`config.mk`:
```
export PLATFORM = sky130hd
export DESIGN_NAME = hss_ram
export DESIGN_NICKNAME = d
export VERILOG_FILES = /design/src/design/hss_ram.sv
export SDC_FILE = /design/constraint.sdc
export NUM_CORES = 2
export LEC_CHECK = 0
export BUFFER_PORTS_ARGS = -buffer_cell sky130_fd_sc_hd__buf_2
export CAP_MARGIN = 20
export CORE_UTILIZATION = 60
export DETAILED_ROUTE_END_ITERATION = 8
export HOLD_SLACK_MARGIN = 0.12
export PLACE_DENSITY = 0.76
export SKIP_LAST_GASP = 1
export SYNTH_ARGS = -nofsm -noshare
export SYNTH_HDL_FRONTEND = slang
export SYNTH_SLANG_ARGS = --single-unit
```
`constraint.sdc`:
```
create_clock -name clock -period 3.8 [get_ports clock]
set_clock_uncertainty 0.05 [all_clocks]
set_input_delay 0 -clock clock [delete_from_list [all_inputs] [get_ports clock]]
set_output_delay 0 -clock clock [all_outputs]
set_load 0.005 [all_outputs]
```
`src/design/hss_ram.sv`:
```
// Generic single-write, single-read synchronous RAM with registered read data.
module hss_ram #(
   parameter int WIDTH = 8,
   parameter int DEPTH = 256,
   localparam int AW   = (DEPTH > 1) ? $clog2(DEPTH) : 1
) (
   input  logic             clock,
   input  logic             wr_en,
   input  logic [AW-1:0]    wr_addr,
   input  logic [WIDTH-1:0] wr_data,
   input  logic [AW-1:0]    rd_addr,
   output logic [WIDTH-1:0] rd_data
);

   logic [WIDTH-1:0] mem_ff [DEPTH];
   logic [WIDTH-1:0] rd_data_ff;

   always_ff @(posedge clock) begin
      if (wr_en) begin
         mem_ff[wr_addr] <= wr_data;
      end
      rd_data_ff <= mem_ff[rd_addr];
   end

   assign rd_data = rd_data_ff;

endmodule

```
* Word level (Yosys, flattened, before mapping) *
Memories as Yosys holds them, arrays and structs flattened. A register that Yosys moved wholly into a read port is not among the register bits.
Cells that the tools add are included.

word-level totals
  flip-flop bits (word level) = 0
  bits in latches = 0
  memory bits (writable) = 2,048
  memory bits (read-only) = 0
  bits of input ports = 26
  output and inout bits = 8
  word-level logic and storage cells = 3
  memories = 1

operators by class
  $add $sub $neg = 0
  multiply operators = 0
  div/mod/pow operators = 0
  magnitude comparators = 0
  equality and inequality tests = 0
  shift operators = 0
  multiplexer cells = 2
  bitwise operators = 0
  reductions and logical operators = 0

memory list
  memory  depth  width  read ports  clocked after Yosys merged registers in  write ports  line  text
  mem_ff  256    8      1           1                                        1            15    logic [WIDTH-1:0] mem_ff [DEPTH];

operators with widths
  kind    number
  $mux 1  2

* Depth between registers and ports, before layout *
  depth after elaboration = 2
  gate-level depth with buffers = 11
  depth with buffers taken out = 6

* Least setup slack after synthesis *
OpenSTA, ideal clock, no wires.

  kind = input to register
  start = input rd_addr[0]
  end = register rd_data_ff[2], in the netlist rd_data[2], read port of mem_ff
  library setup time = 0.131 ns
  arrival = 1.807 ns
  data required time = 3.619 ns
  slack = 1.812 ns
  stages = 9
  path buffers = 4
  cells stage by stage = buf_6 > buf_12 > buf_8 > buf_2 > mux4_2 > a22oi_1 > a21oi_1 > nor4_1 > nor4_2

RTL lines
  element             line  text
  start: declaration  11    input logic [AW-1:0] rd_addr,
  end: declaration    16    logic [WIDTH-1:0] rd_data_ff;

==> results.md <==
* Status: finished, final reports clean
* Total Routed Length at a little under 200,000 microns
* Asr flop ratio synth at 0
* # fillers at about 8,000
* Final period utilization at 0.950
* Crit path required time at ~4.5 ns
* Most frequent cells in the layout: edfxtp_1 (2,048), mux4_2 (454), nor2_1 (279), clkbuf_16 (195), buf_4 (160)
* Sink Count at between 2,000 and 2,500
* Power Total at 46.6 mW
* Slew at the pin closest to its max-slew limit at about 1.1 ns
* Met2 Resource Use GR at 0.451
* Die area at between 100,000 and 150,000 sq um
* Leak Pwr at approximately 28 nW
* Total grt overflow at 0
* Sequential Area at a little over 60,000 sq um
* Most common cell after layout, fill and taps aside: edfxtp_1
* Crit. End Element: flop
* Antenna-violating nets left at 0
* Clock Root Buffer: clkbuf_16
* Tightest Hold Check Type: in -> reg
* Vias in the first global route at approximately 40,000
* First-pass GRT wire length at about 280,000 microns
* Mapped Area at slightly below 80,000 sq um
* Clk_lat worst skew at between 0.8 and 0.9 ns
* Buffers on Ports at 33
* Die Span Y at around 370 microns
* Design Area, Final at between 80,000 and 90,000 sq um
* Num rows at 133
* Post-synth EDFFs at between 2,000 and 2,500
* DR WL/cell at ~33 microns
* Dominant cells by area after synthesis: edfxtp_1 (77%), mux4_2 (13%), mux2i_1 (1.7%)
* RSZ-0062 raised after global routing: no
* CP max FO at 1
* Vias per cell at roughly 7
* Net Count, Synth at roughly 3,800
* CP max stage cell: a221oi_1
* Total number of vias at 40,320
* Cells after Synth at roughly 3,700
* Starting Density at 0.605
* Yosys warning count at 0
* Pins Over Slew Limit at 0
* Max-Cap Viols at 0
* Sequential share of the synthesized area at 0.775
* Hold path cells at 7
* Layout cells sized above 1 at 0.234
* GRT Util Overall at 0.292
* Clock Pin Slew Worst Setup and Hold Paths at around 0.060 ns
* I/O Pins at 34
* Peak VDD IR at 0.000501 V
* Met3 usage at 0.0690
* Worst Setup Start Kind: flop
* Setup TNS at 0 ns
* Area of the multi-input gates at ~16,000 sq um
* Final Wtd Congestion at 0.886
* F_max at roughly 0.28 GHz
* Critical path class: reg -> reg
* Antenna violations before repair at 6
* Critical-path cell list: mux4_2, a22o_1, a221oi_1, o32ai_1, nor3_1, buf_4, nor4_1, dlygate4sd3_1
* CTS tree: done
* DRC at 0
* Power Dens Cells at about 520 nW/um^2
* Synth Area per Inst at 21.3 sq um
* Critical R2R Launch: mem_ff[83][5]
* Setup ws final at ~0.19 ns
* Nets@finish at a little under 4,000
* Fin crit period at 3.61 ns
* CP peak stage delay at roughly 0.81 ns
* Die X-Extent at around 370 microns
* #FFs+latches synth at approximately 2,100
* Place WS at 0.343 ns
* Gr busiest metal: met2
* Yosys top cell area share at 0.773
* Total core area at between 100,000 and 150,000 sq um
* Min-Delay Endpoint: rd_data[3]
* Dpl cell area at ~82,000 sq um
* Initial DRC Count at about 6,300
* R2R cell count at 8
* H-Tree Depth at 4
* WP data arrival at approximately 4.3 ns
* Reg2reg setup slack at between 0.15 and 0.2 ns
* GR Util met1 at 0.413
* Synth area leader: edfxtp_1
* Primary FF master, synth: edfxtp_1
* Initial DRT Pass Iterations at 5
* Relative slew slack at 0.258
* DP Wirelength at between 100,000 and 150,000 microns
* Count of final hold-check violations at 0
* Library cells used by synthesis at 55
* Largest net degree at the start of global routing at approximately 140
* Clk buf depth at 3
* Area growth syn-to-layout at 11.7%
* Final setup viols at 0
* Setup repair bufs after CTS at 0
* Hold Startpoint: rd_addr[6]
* TritonCTS Buffers at around 190
* Reg2reg end: rd_data[5]
-- power breakdown --
| part | internal, mW | switching, mW |
|---|---|---|
| Clock | 10.9 | 8.35 |
| Sequential | 25.0 | 0.0503 |
| Combinational | 0.805 | 1.48 |
| Total | 36.7 | 9.88 |
-- final cells by class --
| type | count | area share |
|---|---|---|
| Timing Repair Buffer | 243 | 0.0252 |
| Sequential cell | 2056 | 0.694 |
| Antenna cell | 1 | 0.0000281 |
| Multi-Input combinational cell | 1442 | 0.185 |
| Inverter | 2 | 0.0000844 |
| Tap cell | 1755 | 0.0247 |
| Clock inverter | 114 | 0.0134 |
| Clock buffer | 246 | 0.0575 |
-- critical path: cells and delay by family (launching register included) --
| family | cells | cell delay [ns] |
|---|---|---|
| simple gates | 2 | 0.49 |
| mux | 1 | 0.49 |
| compound gates | 3 | 1.30 |
| buf+inv | 2 | 0.81 |
| flops | 1 | 0.38 |
-- sequential cells by signal, indices dropped and copies added (netlist names) --
name	count
mem_ff	2048
rd_data	8
-- how the worst max path moves through the flow --
stage | depth (start not counted) | slack [ns] | to | start
after global routing | 8 | 0.17 | rd_data[5] | mem_ff[83][5]
final | 8 | 0.19 | rd_data[5] | mem_ff[83][5]
after CTS | 8 | 0.32 | rd_data[5] | mem_ff[83][5]
after floorplan | 9 | 1.81 | rd_data[2] | rd_addr[0]
after global placement | 9 | 0.42 | rd_data[1] | rd_addr[1]
after detailed placement | 9 | 0.34 | rd_data[1] | rd_addr[1]
-- through the flow --
step	util	cells	hold slack (ns)
3_5_place_dp	0.626	5475	0.452
4_1_cts	0.676	5858	0.150
6_report	0.676	5859	0.209
5_1_grt	0.676	5858	0.193
2_1_floorplan	-	3733	0.0489
3_3_place_gp	0.626	5475	0.457
-- repair_timing --
item / 4_1_cts / 5_1_grt
hold buffers: 23 / 0
endpoints found under the hold margin: 1490 / 0
gates resized for setup: 0 / 0
-- synth_stat cells (16+ instances only) --
cell type  number
a211oi_1       16
a21oi_1        96
a22oi_1       133
buf_1          22
buf_2          31
buf_4          27
buf_6          21
clkbuf_1      111
edfxtp_1     2048
mux2i_1       134
mux4_2        454
nand2_1        33
nand3_1        34
nor2_1        282
nor2b_1        31
nor3_1         22
nor4_1         24
o221ai_1       46
o22ai_1        28
-- kinds of logic (layout without fill, tap and decap cells) --
kind of cell,Yosys count,count (layout),synth area share
AOI/OAI and AO/OA,385,385,0.0342
buffers and inverters,235,605,0.0183
DFF,2056,2056,0.775
muxes,591,591,0.146
other,0,1,0
and+or+nand+nor,466,466,0.0263
-- metal layers --
metal	part of all wire	wire length [microns]
met1	0.36	70200
met2	0.48	91800
met3	0.12	23900
met4	0.038	7250
met5	0.00031	60
Power figures use the tool's default switching activity.
