File: config.mk
export PLATFORM = sky130hd
export DESIGN_NAME = hss_engine
export DESIGN_NICKNAME = d
export VERILOG_FILES = /design/src/design/hss_pkg.sv /design/src/design/hss_engine.sv
export SDC_FILE = /design/constraint.sdc
export NUM_CORES = 1
export LEC_CHECK = 0
export BUFFER_PORTS_ARGS = -buffer_cell sky130_fd_sc_hd__buf_4
export CAP_MARGIN = 30
export CORE_UTILIZATION = 55
export CTS_CLUSTER_DIAMETER = 30
export CTS_CLUSTER_SIZE = 28
export DETAILED_ROUTE_END_ITERATION = 16
export GPL_TIMING_DRIVEN = 0
export PLACE_DENSITY = 0.79
export SLEW_MARGIN = 10
export SYNTH_ARGS = -nofsm -noshare
export SYNTH_HDL_FRONTEND = slang
export SYNTH_SLANG_ARGS = --single-unit
File: constraint.sdc
create_clock -name clock -period 6.6 [get_ports clock]
set_clock_uncertainty 0.15 [all_clocks]
set_input_delay 1.65 -clock clock [delete_from_list [all_inputs] [get_ports clock]]
set_output_delay 1.65 -clock clock [all_outputs]
set_load 0.01 [all_outputs]
File: src/design/hss_pkg.sv
// Shared constants, command codes and types for the Horspool substring search core.
package hss_pkg;

   localparam int PATTERN_MAX_DEF = 64;
   localparam int TEXT_MAX_DEF    = 4096;
   localparam int ALPHABET_SIZE   = 256;
   localparam int SYM_W           = $clog2(ALPHABET_SIZE);
   localparam int POS_W           = 12;

   localparam logic [1:0] CMD_CLEAR   = 2'd0;
   localparam logic [1:0] CMD_PATTERN = 2'd1;
   localparam logic [1:0] CMD_TEXT    = 2'd2;
   localparam logic [1:0] CMD_SEARCH  = 2'd3;

   typedef struct packed {
      logic             done;
      logic             found;
      logic [POS_W-1:0] pos;
   } hss_result_type;

endpackage

File: src/design/hss_engine.sv
// Search sequencer: shift table build and Horspool scan over the pattern and text RAMs.
module hss_engine import hss_pkg::*; #(
   parameter int PATTERN_MAX = PATTERN_MAX_DEF,
   parameter int TEXT_MAX    = TEXT_MAX_DEF,
   localparam int PLEN_W     = $clog2(PATTERN_MAX + 1),
   localparam int TLEN_W     = $clog2(TEXT_MAX + 1),
   localparam int PA_W       = (PATTERN_MAX > 1) ? $clog2(PATTERN_MAX) : 1,
   localparam int TA_W       = $clog2(TEXT_MAX)
) (
   input  logic              clock,
   input  logic              reset,
   input  logic              start,
   input  logic [PLEN_W-1:0] pat_len,
   input  logic [TLEN_W-1:0] txt_len,
   output logic [PA_W-1:0]   pat_rd_addr,
   input  logic [SYM_W-1:0]  pat_rd_data,
   output logic [TA_W-1:0]   txt_rd_addr,
   input  logic [SYM_W-1:0]  txt_rd_data,
   output logic              sh_we,
   output logic [SYM_W-1:0]  sh_wr_addr,
   output logic [PLEN_W-1:0] sh_wr_data,
   output logic [SYM_W-1:0]  sh_rd_addr,
   input  logic [PLEN_W-1:0] sh_rd_data,
   input  logic              res_take,
   output logic              busy,
   output hss_result_type    result
);

   localparam int SUM_W = ((TLEN_W > PLEN_W) ? TLEN_W : PLEN_W) + 2;

   localparam logic [2:0] S_IDLE      = 3'd0;
   localparam logic [2:0] S_FILL      = 3'd1;
   localparam logic [2:0] S_BUILD     = 3'd2;
   localparam logic [2:0] S_CMP_RD    = 3'd3;
   localparam logic [2:0] S_CMP_CHK   = 3'd4;
   localparam logic [2:0] S_SHIFT_ADV = 3'd5;
   localparam logic [2:0] S_DONE      = 3'd6;

   logic [2:0]        state_ff, state_in;
   logic [SYM_W-1:0]  fill_ff, fill_in;
   logic [PLEN_W-1:0] k_ff, k_in;
   logic              pend_ff, pend_in;
   logic [PLEN_W-1:0] pend_k_ff, pend_k_in;
   logic [TLEN_W-1:0] i_ff, i_in;
   logic [PLEN_W-1:0] j_ff, j_in;
   logic [SYM_W-1:0]  last_ff, last_in;
   logic              found_ff, found_in;

   logic [PLEN_W-1:0]        j_dec;
   logic [SUM_W-1:0]         taddr_sum;
   logic [SUM_W-1:0]         adv_sum;
   logic [POS_W+TLEN_W-1:0]  pos_wide;

   always_ff @(posedge clock) begin
      if (reset) begin
         state_ff <= S_IDLE;
         pend_ff  <= 1'b0;
      end else begin
         state_ff <= state_in;
         pend_ff  <= pend_in;
      end
      fill_ff   <= fill_in;
      k_ff      <= k_in;
      pend_k_ff <= pend_k_in;
      i_ff      <= i_in;
      j_ff      <= j_in;
      last_ff   <= last_in;
      found_ff  <= found_in;
   end

   assign j_dec     = j_ff - PLEN_W'(1);
   assign taddr_sum = SUM_W'(i_ff) + SUM_W'(j_ff) - SUM_W'(1);
   assign adv_sum   = SUM_W'(i_ff) + SUM_W'(sh_rd_data);

   assign pat_rd_addr = (state_ff == S_BUILD) ? k_ff[PA_W-1:0] : j_dec[PA_W-1:0];
   assign txt_rd_addr = taddr_sum[TA_W-1:0];
   assign sh_rd_addr  = (j_ff == pat_len) ? txt_rd_data : last_ff;

   always_comb begin
      if (state_ff == S_FILL) begin
         sh_we      = 1'b1;
         sh_wr_addr = fill_ff;
         sh_wr_data = pat_len;
      end else begin
         sh_we      = pend_ff;
         sh_wr_addr = pat_rd_data;
         sh_wr_data = pat_len - PLEN_W'(1) - pend_k_ff;
      end
   end

   always_comb begin
      state_in  = state_ff;
      fill_in   = fill_ff;
      k_in      = k_ff;
      pend_in   = 1'b0;
      pend_k_in = pend_k_ff;
      i_in      = i_ff;
      j_in      = j_ff;
      last_in   = last_ff;
      found_in  = found_ff;
      unique case (state_ff)
         S_IDLE: begin
            if (start) begin
               i_in     = '0;
               j_in     = pat_len;
               fill_in  = '0;
               k_in     = '0;
               found_in = 1'b0;
               if (pat_len == '0) begin
                  found_in = 1'b1;
                  state_in = S_DONE;
               end else if (SUM_W'(pat_len) > SUM_W'(txt_len)) begin
                  state_in = S_DONE;
               end else begin
                  state_in = S_FILL;
               end
            end
         end
         S_FILL: begin
            fill_in = fill_ff + SYM_W'(1);
            if (fill_ff == SYM_W'(ALPHABET_SIZE - 1)) begin
               state_in = S_BUILD;
            end
         end
         S_BUILD: begin
            if (SUM_W'(k_ff) + SUM_W'(1) < SUM_W'(pat_len)) begin
               pend_in   = 1'b1;
               pend_k_in = k_ff;
               k_in      = k_ff + PLEN_W'(1);
            end else begin
               state_in = S_CMP_RD;
            end
         end
         S_CMP_RD: begin
            state_in = S_CMP_CHK;
         end
         S_CMP_CHK: begin
            if (j_ff == pat_len) begin
               last_in = txt_rd_data;
            end
            if (pat_rd_data == txt_rd_data) begin
               if (j_ff == PLEN_W'(1)) begin
                  found_in = 1'b1;
                  state_in = S_DONE;
               end else begin
                  j_in     = j_dec;
                  state_in = S_CMP_RD;
               end
            end else begin
               state_in = S_SHIFT_ADV;
            end
         end
         S_SHIFT_ADV: begin
            j_in = pat_len;
            if (adv_sum + SUM_W'(pat_len) <= SUM_W'(txt_len)) begin
               i_in     = adv_sum[TLEN_W-1:0];
               state_in = S_CMP_RD;
            end else begin
               state_in = S_DONE;
            end
         end
         S_DONE: begin
            if (res_take) begin
               state_in = S_IDLE;
            end
         end
         default: begin
            state_in = S_IDLE;
         end
      endcase
   end

   assign pos_wide     = {{POS_W{1'b0}}, i_ff};
   assign busy         = (state_ff != S_IDLE);
   assign result.done  = (state_ff == S_DONE);
   assign result.found = found_ff;
   assign result.pos   = found_ff ? pos_wide[POS_W-1:0] : '0;

   a_start_idle: assert property (@(posedge clock) disable iff (reset)
      start |-> (state_ff == S_IDLE))
      else $error("search start while engine busy");

   a_j_range: assert property (@(posedge clock) disable iff (reset)
      (state_ff == S_CMP_CHK) |-> (j_ff != '0 && j_ff <= pat_len))
      else $error("compare index out of pattern range");

   a_text_range: assert property (@(posedge clock) disable iff (reset)
      (state_ff == S_CMP_RD) |-> (SUM_W'(i_ff) + SUM_W'(j_ff) <= SUM_W'(txt_len)))
      else $error("text read beyond stored length");

   a_no_table_write_in_scan: assert property (@(posedge clock) disable iff (reset)
      (state_ff == S_CMP_CHK || state_ff == S_SHIFT_ADV) |-> !sh_we)
      else $error("shift table written during scan");

endmodule

Word level (Yosys, flattened, before mapping)
Cells that the tools add are included.
{"block": "classes", "addsub": 10, "multipliers": 0, "div": 0, "n_lt_le_gt_ge": 3, "eq_ne": 19, "shifts": 0, "mux": 34, "n_bitwise": 1, "n_reduce_logical": 16}
{"operator": "$mux W7", "count": 6}
{"operator": "$mux W3", "count": 9}
{"operator": "$mux W13", "count": 2}
{"operator": "$pmux W13 S2", "count": 1}
{"operator": "$mux W8", "count": 3}
{"operator": "$pmux W3 S7", "count": 1}
{"operator": "$pmux W7 S3", "count": 1}
{"operator": "$pmux W8 S2", "count": 1}
{"operator": "$add A14 B7 Y15", "count": 1}
{"operator": "$le A15 B13 Y1", "count": 1}
{"operator": "$add A13 B7 Y14", "count": 1}
{"operator": "$ne A2 B2 Y1 const B", "count": 7}
{"operator": "$pmux W7 S2", "count": 1}
{"operator": "$sub A7 B1 Y7 const B", "count": 2}
{"operator": "$gt A7 B13 Y1", "count": 1}
{"operator": "$add A12 B7 Y12", "count": 1}
{"operator": "$mux W12", "count": 1}
{"operator": "$reduce_and A4 Y1", "count": 3}
{"operator": "$sub A12 B1 Y12 const B", "count": 1}
{"operator": "$eq A3 B3 Y1 const B", "count": 3}
{"operator": "$add A7 B1 Y8 const B", "count": 1}
{"operator": "$add A8 B1 Y8 const B", "count": 1}
{"operator": "$eq A8 B8 Y1", "count": 1}
{"operator": "$eq A8 B8 Y1 const B", "count": 1}
{"operator": "19 further kinds", "count": 32}
{"block": "word_totals", "register_bits": 55, "latch_bits": 0, "mem_bits_rw": 0, "romBits": 0, "inputBits": 47, "output_inout_bits": 57, "elab_cells": 92, "memories": 0}

Logic depth before layout (Yosys ltp)
Gate-level depths: netlist of the first run.
{"block": "depth", "depth_word": 5, "mapped_depth": 21, "ltp_nobuf": 21}

Worst setup path after synthesis of the first run
Ideal clock, no wire load.
{"block": "synth_path", "kind": "input to register", "start": "input port sh_rd_data[0]", "end": "register i_ff[0] (enable)", "setup_time_ns": 0.356, "arrival_time_ns": 5.525, "t_required_ns": 6.094, "setup_slack_ns": 0.570, "path_stages": 21, "path_buffers": 0, "cell_sequence": "ha_1 inv_1 fa_1 nor2b_1 o31a_1 o21a_1 nor2_1 xnor2_1 ha_1 a21o_1 a31o_2 nor2b_1 xnor2_1 ha_1 a21oi_1 a21oi_1 a2111oi_0 a211o_1 o21ai_0 a211o_1 nand2_1"}
{"block": "synth_between", "elab_chain_len": 5}
{"element": "start, declared", "line": "hss_engine.sv:23", "text": "input logic [PLEN_W-1:0] sh_rd_data,"}
{"element": "$add A13 B7 Y14", "line": "hss_engine.sv:73", "text": "assign adv_sum = SUM_W'(i_ff) + SUM_W'(sh_rd_data);"}
{"element": "via adv_sum[6]", "line": "hss_engine.sv:51", "text": "logic [SUM_W-1:0] adv_sum;"}
{"element": "$add A14 B7 Y15", "line": "hss_engine.sv:155", "text": "if (adv_sum + SUM_W'(pat_len) <= SUM_W'(txt_len)) begin"}
{"element": "$le A15 B13 Y1", "line": "hss_engine.sv:155"}
{"element": "$ne A2 B2 Y1 (no source line)"}
{"element": "$reduce_and A3 Y1 (no source line)"}
{"element": "end signal, assigned", "line": "hss_engine.sv:65", "text": "i_ff <= i_in;"}
{"element": "end, declared", "line": "hss_engine.sv:44", "text": "logic [TLEN_W-1:0] i_ff, i_in;"}
The timed path passes the listed nets, and every way through them passes these cells.
A chain may end at the register's enable or synchronous reset.

Worst setup path in the final report of the first run
{"block": "layout_path", "start": "input port sh_rd_data[0]", "end": "register i_ff[12] (enable)"}
The elaborated chain is that of the path after synthesis.

==> impl_summary.txt, run 1 <==
----------------------------------------------------
[Outcome]
  Result of the run ... finished clean

[Clocking]
  Cell at the root of the clock tree ... clkbuf_8
  Number of buffers created by CTS ... 5
  Clock tree from TritonCTS ... done
  Sink Count ... between 50 and 60
  Insertion delay of the later-clocked pin in the worst-skew pair ... about 320 ps
  Clock Pin Slew Worst Setup and Hold Paths ... ~110 ps
  Number of hold buffers added after cts ... 0
  Post-CTS Setup Bufs ... 0
  Count of H-tree levels built during CTS ... 2
  Number of buffers between clock root and the deepest sink ... 2
  Number of cells upsized or downsized after cts ... 0

[Final layout]
  Final std cell area, no fill ... approximately 6400 µm²
  Area growth from synthesis to final layout ... 19.1%
  NumNets Final ... 825
  Count of fill cells added during filler insertion ... 790
  Number of non-filler instances in the completed layout ... approximately 830
  Proportion of layout cells with a drive suffix above 1 ... between 20% and 30%
  Antenna cells ... 0
  Footprint of the flip-flops and latches ... between 1500 and 2000 µm²
  Area of the multi-input gates ... 3420 µm²

[Setup path]
  R2R Path End ... i_ff[12]
  Most frequent cell on the critical path ... ha_1
  Critical Path Slowest Stage Cell ... fa_1
  Arrival time of the worst setup path ... ~6100 ps
  Crit. End Element ... flip-flop
  Slack of the worst reg-to-reg path ... ~1400 ps
  Origin of the critical flop-to-flop path ... i_ff[0]
  Buf/Inv on CP ... 2
  Data required time at the worst endpoint ... approximately 6500 ps
  Worst reg2reg path depth ... 21
  Peak per-stage delay on the critical path ... 410 ps
  Top cell family by delay on the critical path ... compound AO/OA/AOI/OAI gates
  Highest fanout seen on the critical path ... 13
  Critical Path Source Type ... primary input
  Cells traversed along the worst timing path ... buf_4 > ha_1 > inv_1 > fa_1 > nor2b_1 > o31a_1 > o21a_1 > nor2_1 > xnor2_1 > ha_1 > a21o_1 > a31o_2 > nor2b_1 > xnor2_1 > ha_1 > a21oi_1 > a21oi_1 > a2111oi_0 > a211o_1 > o21ai_0 > a211o_1 > nand2_4
  Worst Path Class, Setup ... primary input to flip-flop

[GRT]
  Vias in the first global route ... 4436
  Grt total ovfl ... 0
  Antenna violations before repair ... 0
  GRT Resource Usage Total ... roughly 27%
  Maximum number of pins on one net before global-route repair ... 19
  Global-route wire length before repair ... ~22000 µm

[Routing]
  Ratio of routed vias to standard cells ... 5.57
  WL/cell ... between 15 and 20 µm
  First-pass iteration count of the detailed router ... 4
  DR DRC count ... 0
  Overall via count from detail_route ... between 4000 and 5000
  Count of routing violations after the opening detailed-route iteration ... ~300
  DRT Wirelength ... around 14000 µm
  Number of antenna-violating nets in the routed design ... 0

[Placement]
  Number of cells in the design after placement ... between 800 and 900
  Final HPWL from detailed placement ... 11100 µm
  Area after detailed placement ... approximately 6300 µm²
  Buffers added on ports ... between 100 and 150
  Placer's final routability congestion estimate ... around 0.9

[Synth]
  Register area share after synthesis ... 29.8%
  Mapped Nets ... 715
  Most frequently used cell type in the post-synthesis netlist ... inv_1
  Number of enable-type register cells in the synthesized netlist ... 51
  Top cell type by total area after synthesis ... edfxtp_1
  Post-synth cell types ... between 60 and 70
  Number of synthesized register bits ... between 50 and 60
  List of most frequent post-synthesis cells ... inv_1, ha_1, nor2_1, edfxtp_1, xnor2_1
  Gate count of the mapped netlist ... 593
  Synth top area share ... 28.3%
  Yosys warns ... 0
  Synthesized area ... roughly 5400 µm²
  Average cell area after synthesis ... approximately 9 µm²
  Prevailing post-synth register cell ... edfxtp_1
  Async set or reset register ratio after synthesis ... 0%
  Cells taking the most area after synthesis ... edfxtp_1, ha_1, xnor2_1

[Pwr]
  Peak ir drop on the vdd network ... ~150 µV
  Switching power ... about 800 µW
  Combinational share of power ... between 60% and 70%
  Internal power consumption ... approximately 1.1 mW
  Leakage power total ... around 3.0 nW
  Sequential share of power ... just under 30%
  Sw Ratio ... a little over two fifths
  Clock power share ... 10.9%
  Power per standard cell area ... 287 nW/µm²

[Floorplanning]
  Total die area ... around 10000 µm²
  Standard cell core area ... roughly 9400 µm²
  Starting Density ... roughly 58%
  Height of the die ... around 100 µm
  I/O Pins ... between 100 and 150
  Total number of placement rows ... 35
  Die width ... just over 100 µm

[Timing]
  Tcrit/Tclk final ... between 90% and 100%
  RSZ-0062 raised after global routing ... no
  Number of hold violations in the final report ... 0
  Actual slew at the worst max-slew pin ... between 800 and 900 ps
  Achievable frequency ... 161 MHz
  Final setup fails ... 0
  Max transition margin ... 43.8%
  Final critical path time including I/O delays and setup ... between 6000 and 7000 ps
  Final-report max-slew violation count ... 0

[Job]
  Max capacitance violation total ... 0

[Min path]
  Hold endpoint ... pend_k_ff[6]
  Hold Crit Start ... k_ff[6]
  Cell depth of the worst min-delay path ... 0
  Type of the tightest min-delay check ... flip-flop to flip-flop

----------------------------------------------------
==> layout by cell type, fill, tap and decap left out, drive strengths merged, types with 3 or more instances in the layout <==
cell type / netlist / routed
nor2b: 16 / 16
nor2: 54 / 54
nand3: 17 / 17
mux2: 16 / 16
and3: 9 / 9
o21a: 5 / 5
xor2: 17 / 17
edfxtp: 51 / 51
o211ai: 8 / 8
dfxtp: 4 / 4
nand2b: 5 / 5
xnor2: 48 / 48
and4b: 4 / 4
a21o: 11 / 11
o21ai: 16 / 16
a31oi: 4 / 4
ha: 71 / 71
inv: 79 / 80
nor3: 10 / 10
buf: 3 / 106
nand4: 7 / 7
nor4: 7 / 7
a21boi: 3 / 3
and2: 13 / 13
nand2: 24 / 24
a21oi: 39 / 39
fa: 4 / 4
a221oi: 3 / 3
o31ai: 3 / 3
o21bai: 3 / 3
clkbuf: 12 / 17
==> power groups by stage <==
| stage | registers [mW] | clock network [mW] | logic [mW] |
|---|---|---|---|
| 3_3_place_gp | 0.537 | 0 | 1.07 |
| 2_1_floorplan | 0.514 | 0 | 0.737 |
| 6_report | 0.534 | 0.201 | 1.11 |
| 4_1_cts | 0.532 | 0.200 | 1.11 |
| 3_5_place_dp | 0.540 | 0 | 1.10 |
| 5_1_grt | 0.541 | 0.214 | 1.23 |
==> flip-flops by register name, indices dropped and copies added (netlist names) <==
register / flops
i_ff: 13
pend_ff: 1
found_ff: 1
last_ff: 8
j_ff: 7
k_ff: 7
pend_k_ff: 7
fill_ff: 8
state_ff: 3
==> worst max path at each step <==
stage,from,endpoint,depth (start not counted)
after floorplan,sh_rd_data[0],i_ff[0],21
after global placement,sh_rd_data[0],i_ff[11],22
after detailed placement,sh_rd_data[0],i_ff[9],22
after CTS,sh_rd_data[0],i_ff[9],22
after global routing,sh_rd_data[0],i_ff[12],22
final,sh_rd_data[0],i_ff[12],22
==> routing by layer <==
layer  routed length (µm)  part of all wire (%)  up-vias  GRT usage (%)
met5                    0                     0        -              0
met4                  196                   1.4        0           6.24
met3                  659                   4.8       14           2.64
met2                 6410                    47      147           45.7
met1                 6410                    47     2190           38.2
li1                     -                     -     2288              -
==> cell type report <==
| class | count | share of cell area, % |
|---|---|---|
| inverter | 79 | 4.61 |
| timing repair buffer | 103 | 12.0 |
| clock inverter | 3 | 0.350 |
| sequential | 55 | 25.0 |
| buffer | 16 | 1.36 |
| multi-input combinational | 443 | 53.1 |
| clock buffer | 5 | 1.07 |
| tap | 129 | 2.51 |
==> through the flow <==
step / total power [mW] / setup WS [ps] / utilization, % / setup TNS, ps / hold WS, ps
final: 1.85 / 381 / 68.7 / 0 / 397
after global routing: 1.99 / 58.2 / 68.7 / 0 / 418
after CTS: 1.84 / 130 / 68.6 / 0 / 406
after detailed placement: 1.64 / -184 / 67.6 / -2390 / 378
after global placement: 1.61 / -87.6 / 67.6 / -1130 / 380
after floorplan: 1.25 / 570 / - / 0 / 322
==> cells by family after synthesis <==
group,Yosys count,synth area share [%]
buffers and inverters,95,7.11
adders and majority gates,75,17.9
muxes,16,3.33
xor gates and xnor gates,65,11.0
and+or+nand+nor,179,17.3
DFF,55,29.8
AOI/OAI and AO/OA,108,13.5
(Power assumes the default switching activity.)
==> inputs of run 2 (changes only) <==
--- a/config.mk
+++ b/config.mk
@@ -7,7 +7,8 @@
 export LEC_CHECK = 0
 export BUFFER_PORTS_ARGS = -buffer_cell sky130_fd_sc_hd__buf_4
 export CAP_MARGIN = 30
-export CORE_UTILIZATION = 55
+export CORE_UTILIZATION = 52
+export CTS_BUF_LIST = sky130_fd_sc_hd__clkbuf_4 sky130_fd_sc_hd__clkbuf_8 sky130_fd_sc_hd__clkbuf_16
 export CTS_CLUSTER_DIAMETER = 30
 export CTS_CLUSTER_SIZE = 28
 export DETAILED_ROUTE_END_ITERATION = 16
==> constraint.sdc (replaced) <==
create_clock -name clock -period 5.7 [get_ports clock]
set_clock_uncertainty 0.15 [all_clocks]
set_input_delay 1.425 -clock clock [delete_from_list [all_inputs] [get_ports clock]]
set_output_delay 1.425 -clock clock [all_outputs]
set_load 0.01 [all_outputs]
==> run 2 against run 1 <==
Against the previous run: via count rose by 2.3%; first-iteration DRC count grew 6.4%; wire length rose by 3.9%; clock-buffer cell count stayed put; clock power rose by 13%; final cell count increased by 1.7%; worst hold slack improved by 14 ps; combinational power grew 24%; non-clock buffer count increased by 9; core utilization down 1.5 points; critical path type unchanged; largest power group unchanged.
==> impl_summary.txt, run 2 (synthesis results as in run 1) <==
----------------------------------------------------
[Min path]
  Type of the tightest min-delay check ... flip-flop to flip-flop

[Routing]
  Ratio of routed vias to standard cells ... approximately 5.6
  DRT Wirelength ... around 14000 µm
  DR DRC count ... 0
  First-pass iteration count of the detailed router ... 5
  Number of antenna-violating nets in the routed design ... 0
  Overall via count from detail_route ... approximately 4700
  Count of routing violations after the opening detailed-route iteration ... 318
  WL/cell ... roughly 17 µm

[Timing]
  Tcrit/Tclk final ... a little over nine tenths
  Final critical path time including I/O delays and setup ... about 5600 ps
  Actual slew at the worst max-slew pin ... between 800 and 900 ps
  Post-route worst hold slack ... about 400 ps
  Setup slack after layout ... ~60 ps
  Achievable frequency ... 177 MHz
  Final setup fails ... 0
  Max transition margin ... between 40% and 50%
  Number of hold violations in the final report ... 0
  Final-report max-slew violation count ... 0

[GRT]
  Grt total ovfl ... 0
  Maximum number of pins on one net before global-route repair ... 19
  Antenna violations before repair ... 0
  Vias in the first global route ... around 4800
  Global-route wire length before repair ... ~23000 µm
  GRT Resource Usage Total ... about a quarter

[Setup path]
  Data required time at the worst endpoint ... roughly 5600 ps
  Critical Path Source Type ... primary input
  Highest fanout seen on the critical path ... 6
  Crit. End Element ... flip-flop
  Arrival time of the worst setup path ... approximately 5500 ps
  Worst Path Class, Setup ... primary input to flip-flop

[Placement]
  Placer's final routability congestion estimate ... ~0.96
  Final HPWL from detailed placement ... about 11000 µm
  Buffers added on ports ... a little over 100
  Worst setup timing slack at the placement stage ... -778 ps
  Number of cells in the design after placement ... 829

[Final layout]
  Count of fill cells added during filler insertion ... 799
  Largest register by flop count ... i_ff
  Leading cell type in the layout, fill and taps excluded ... buf_4
  Area growth from synthesis to final layout ... 23.2%
  Area of the multi-input gates ... between 3000 and 4000 µm²
  Proportion of layout cells with a drive suffix above 1 ... approximately 25%
  Max FFs per register ... 13
  Antenna cells ... 0
  NumNets Final ... approximately 840
  Final core utilization ... about 67%
  Footprint of the flip-flops and latches ... between 1500 and 2000 µm²
  Commonest cells after routing, fill and taps aside ... buf_4, inv_1, ha_1
  Number of non-filler instances in the completed layout ... 847
  Registers with the most flip-flops ... i_ff: 13 flops, fill_ff: 8 flops, last_ff: 8 flops

[Floorplanning]
  Height of the die ... about 100 µm
  Die width ... around 100 µm
  Starting Density ... between 50% and 60%
  Total die area ... 10800 µm²
  Standard cell core area ... ~9900 µm²
  Total number of placement rows ... 36
  I/O Pins ... roughly 100

[Clocking]
  Count of H-tree levels built during CTS ... 2
  Insertion delay of the later-clocked pin in the worst-skew pair ... roughly 320 ps
  Number of buffers between clock root and the deepest sink ... 2
  Clock Pin Slew Worst Setup and Hold Paths ... about 120 ps
  Clock tree from TritonCTS ... done
  Sink Count ... 55
  Number of hold buffers added after cts ... 0
  Number of buffers created by CTS ... 5
  Cell at the root of the clock tree ... clkbuf_8

[Job]
  Max capacitance violation total ... 0

[Pwr]
  Peak ir drop on the vdd network ... between 150 and 200 µV
  Power per standard cell area ... approximately 330 nW/µm²
  Leakage power total ... 3.05 nW

[Outcome]
  Result of the run ... finished clean

----------------------------------------------------
[run 2: cell types whose count changed in the layout (fill, tap and decap cells not counted), sizes merged]
cell and change:
clkinvlp +1, buf +9, nand2 +1, clkinv -1
[run 2: stage by stage]
| step | area, µm² | power [mW] | setup TNS, ps |
|---|---|---|---|
| final | 6660 | 2.23 | 0 |
| after global routing | 6660 | 2.39 | -1390 |
| after CTS | 6510 | 2.16 | 0 |
| after detailed placement | 6350 | 1.90 | -10720 |
| after global placement | 6350 | 1.85 | -7760 |
| after floorplan | 5410 | 1.45 | 0 |
[run 2: power by group]
group | switching [mW] | total, mW | internal, mW
Sequential | 0.0796 | 0.618 | 0.538
Clock | 0.139 | 0.228 | 0.0892
Combinational | 0.735 | 1.38 | 0.650
[run 2: worst max-delay path: stages]
cell and delay (ps):
buf_4 110, ha_2 190, inv_2 60, fa_2 280, nor2b_2 70, o31a_1 260
o21a_1 190, nor2_2 150, xnor2_2 140, ha_1 280, a21o_1 180, a31o_2 230
nor2b_1 140, xnor2_1 150, ha_1 360, a21oi_2 180, a21oi_2 100, a2111oi_4 210
a211o_1 220, o21ai_2 80, a211o_4 370, nand2_4 120
[run 2: repair_timing]
action | CTS | global route
setup buffers | 5 | 4
pin swaps | 7 | 19
gates cloned | 1 | 0
setup endpoints to repair | 14 | 15
gates resized for setup | 6 | 23
[run 2: cell type report]
class / instances / share of cell area (%)
buffer: 16 / 1.32
clock buffer: 5 / 1.03
clock inverter: 3 / 0.357
inverter: 79 / 4.45
multi-input combinational: 444 / 53.5
sequential: 55 / 24.2
tap: 133 / 2.50
timing repair buffer: 112 / 12.6
[run 2: worst paths after layout]
path	from	slack, ps	endpoint	cells past startpoint
setup / recovery	sh_rd_data[0]	60	i_ff[2]	22
hold / removal	k_ff[6]	410	pend_k_ff[6]	0
setup reg to reg	i_ff[0]	800	i_ff[2]	21
hold reg to reg	k_ff[6]	410	pend_k_ff[6]	0
[run 2: per-layer routing]
layer / GRT usage, % / vias to the layer above / part of all wire [%]
met4: 6.12 / 0 / 1.2
met3: 3.76 / 17 / 6.2
met5: 0 / - / 0
met1: 34.9 / 2244 / 44
li1: - / 2309 / -
met2: 45.8 / 174 / 49
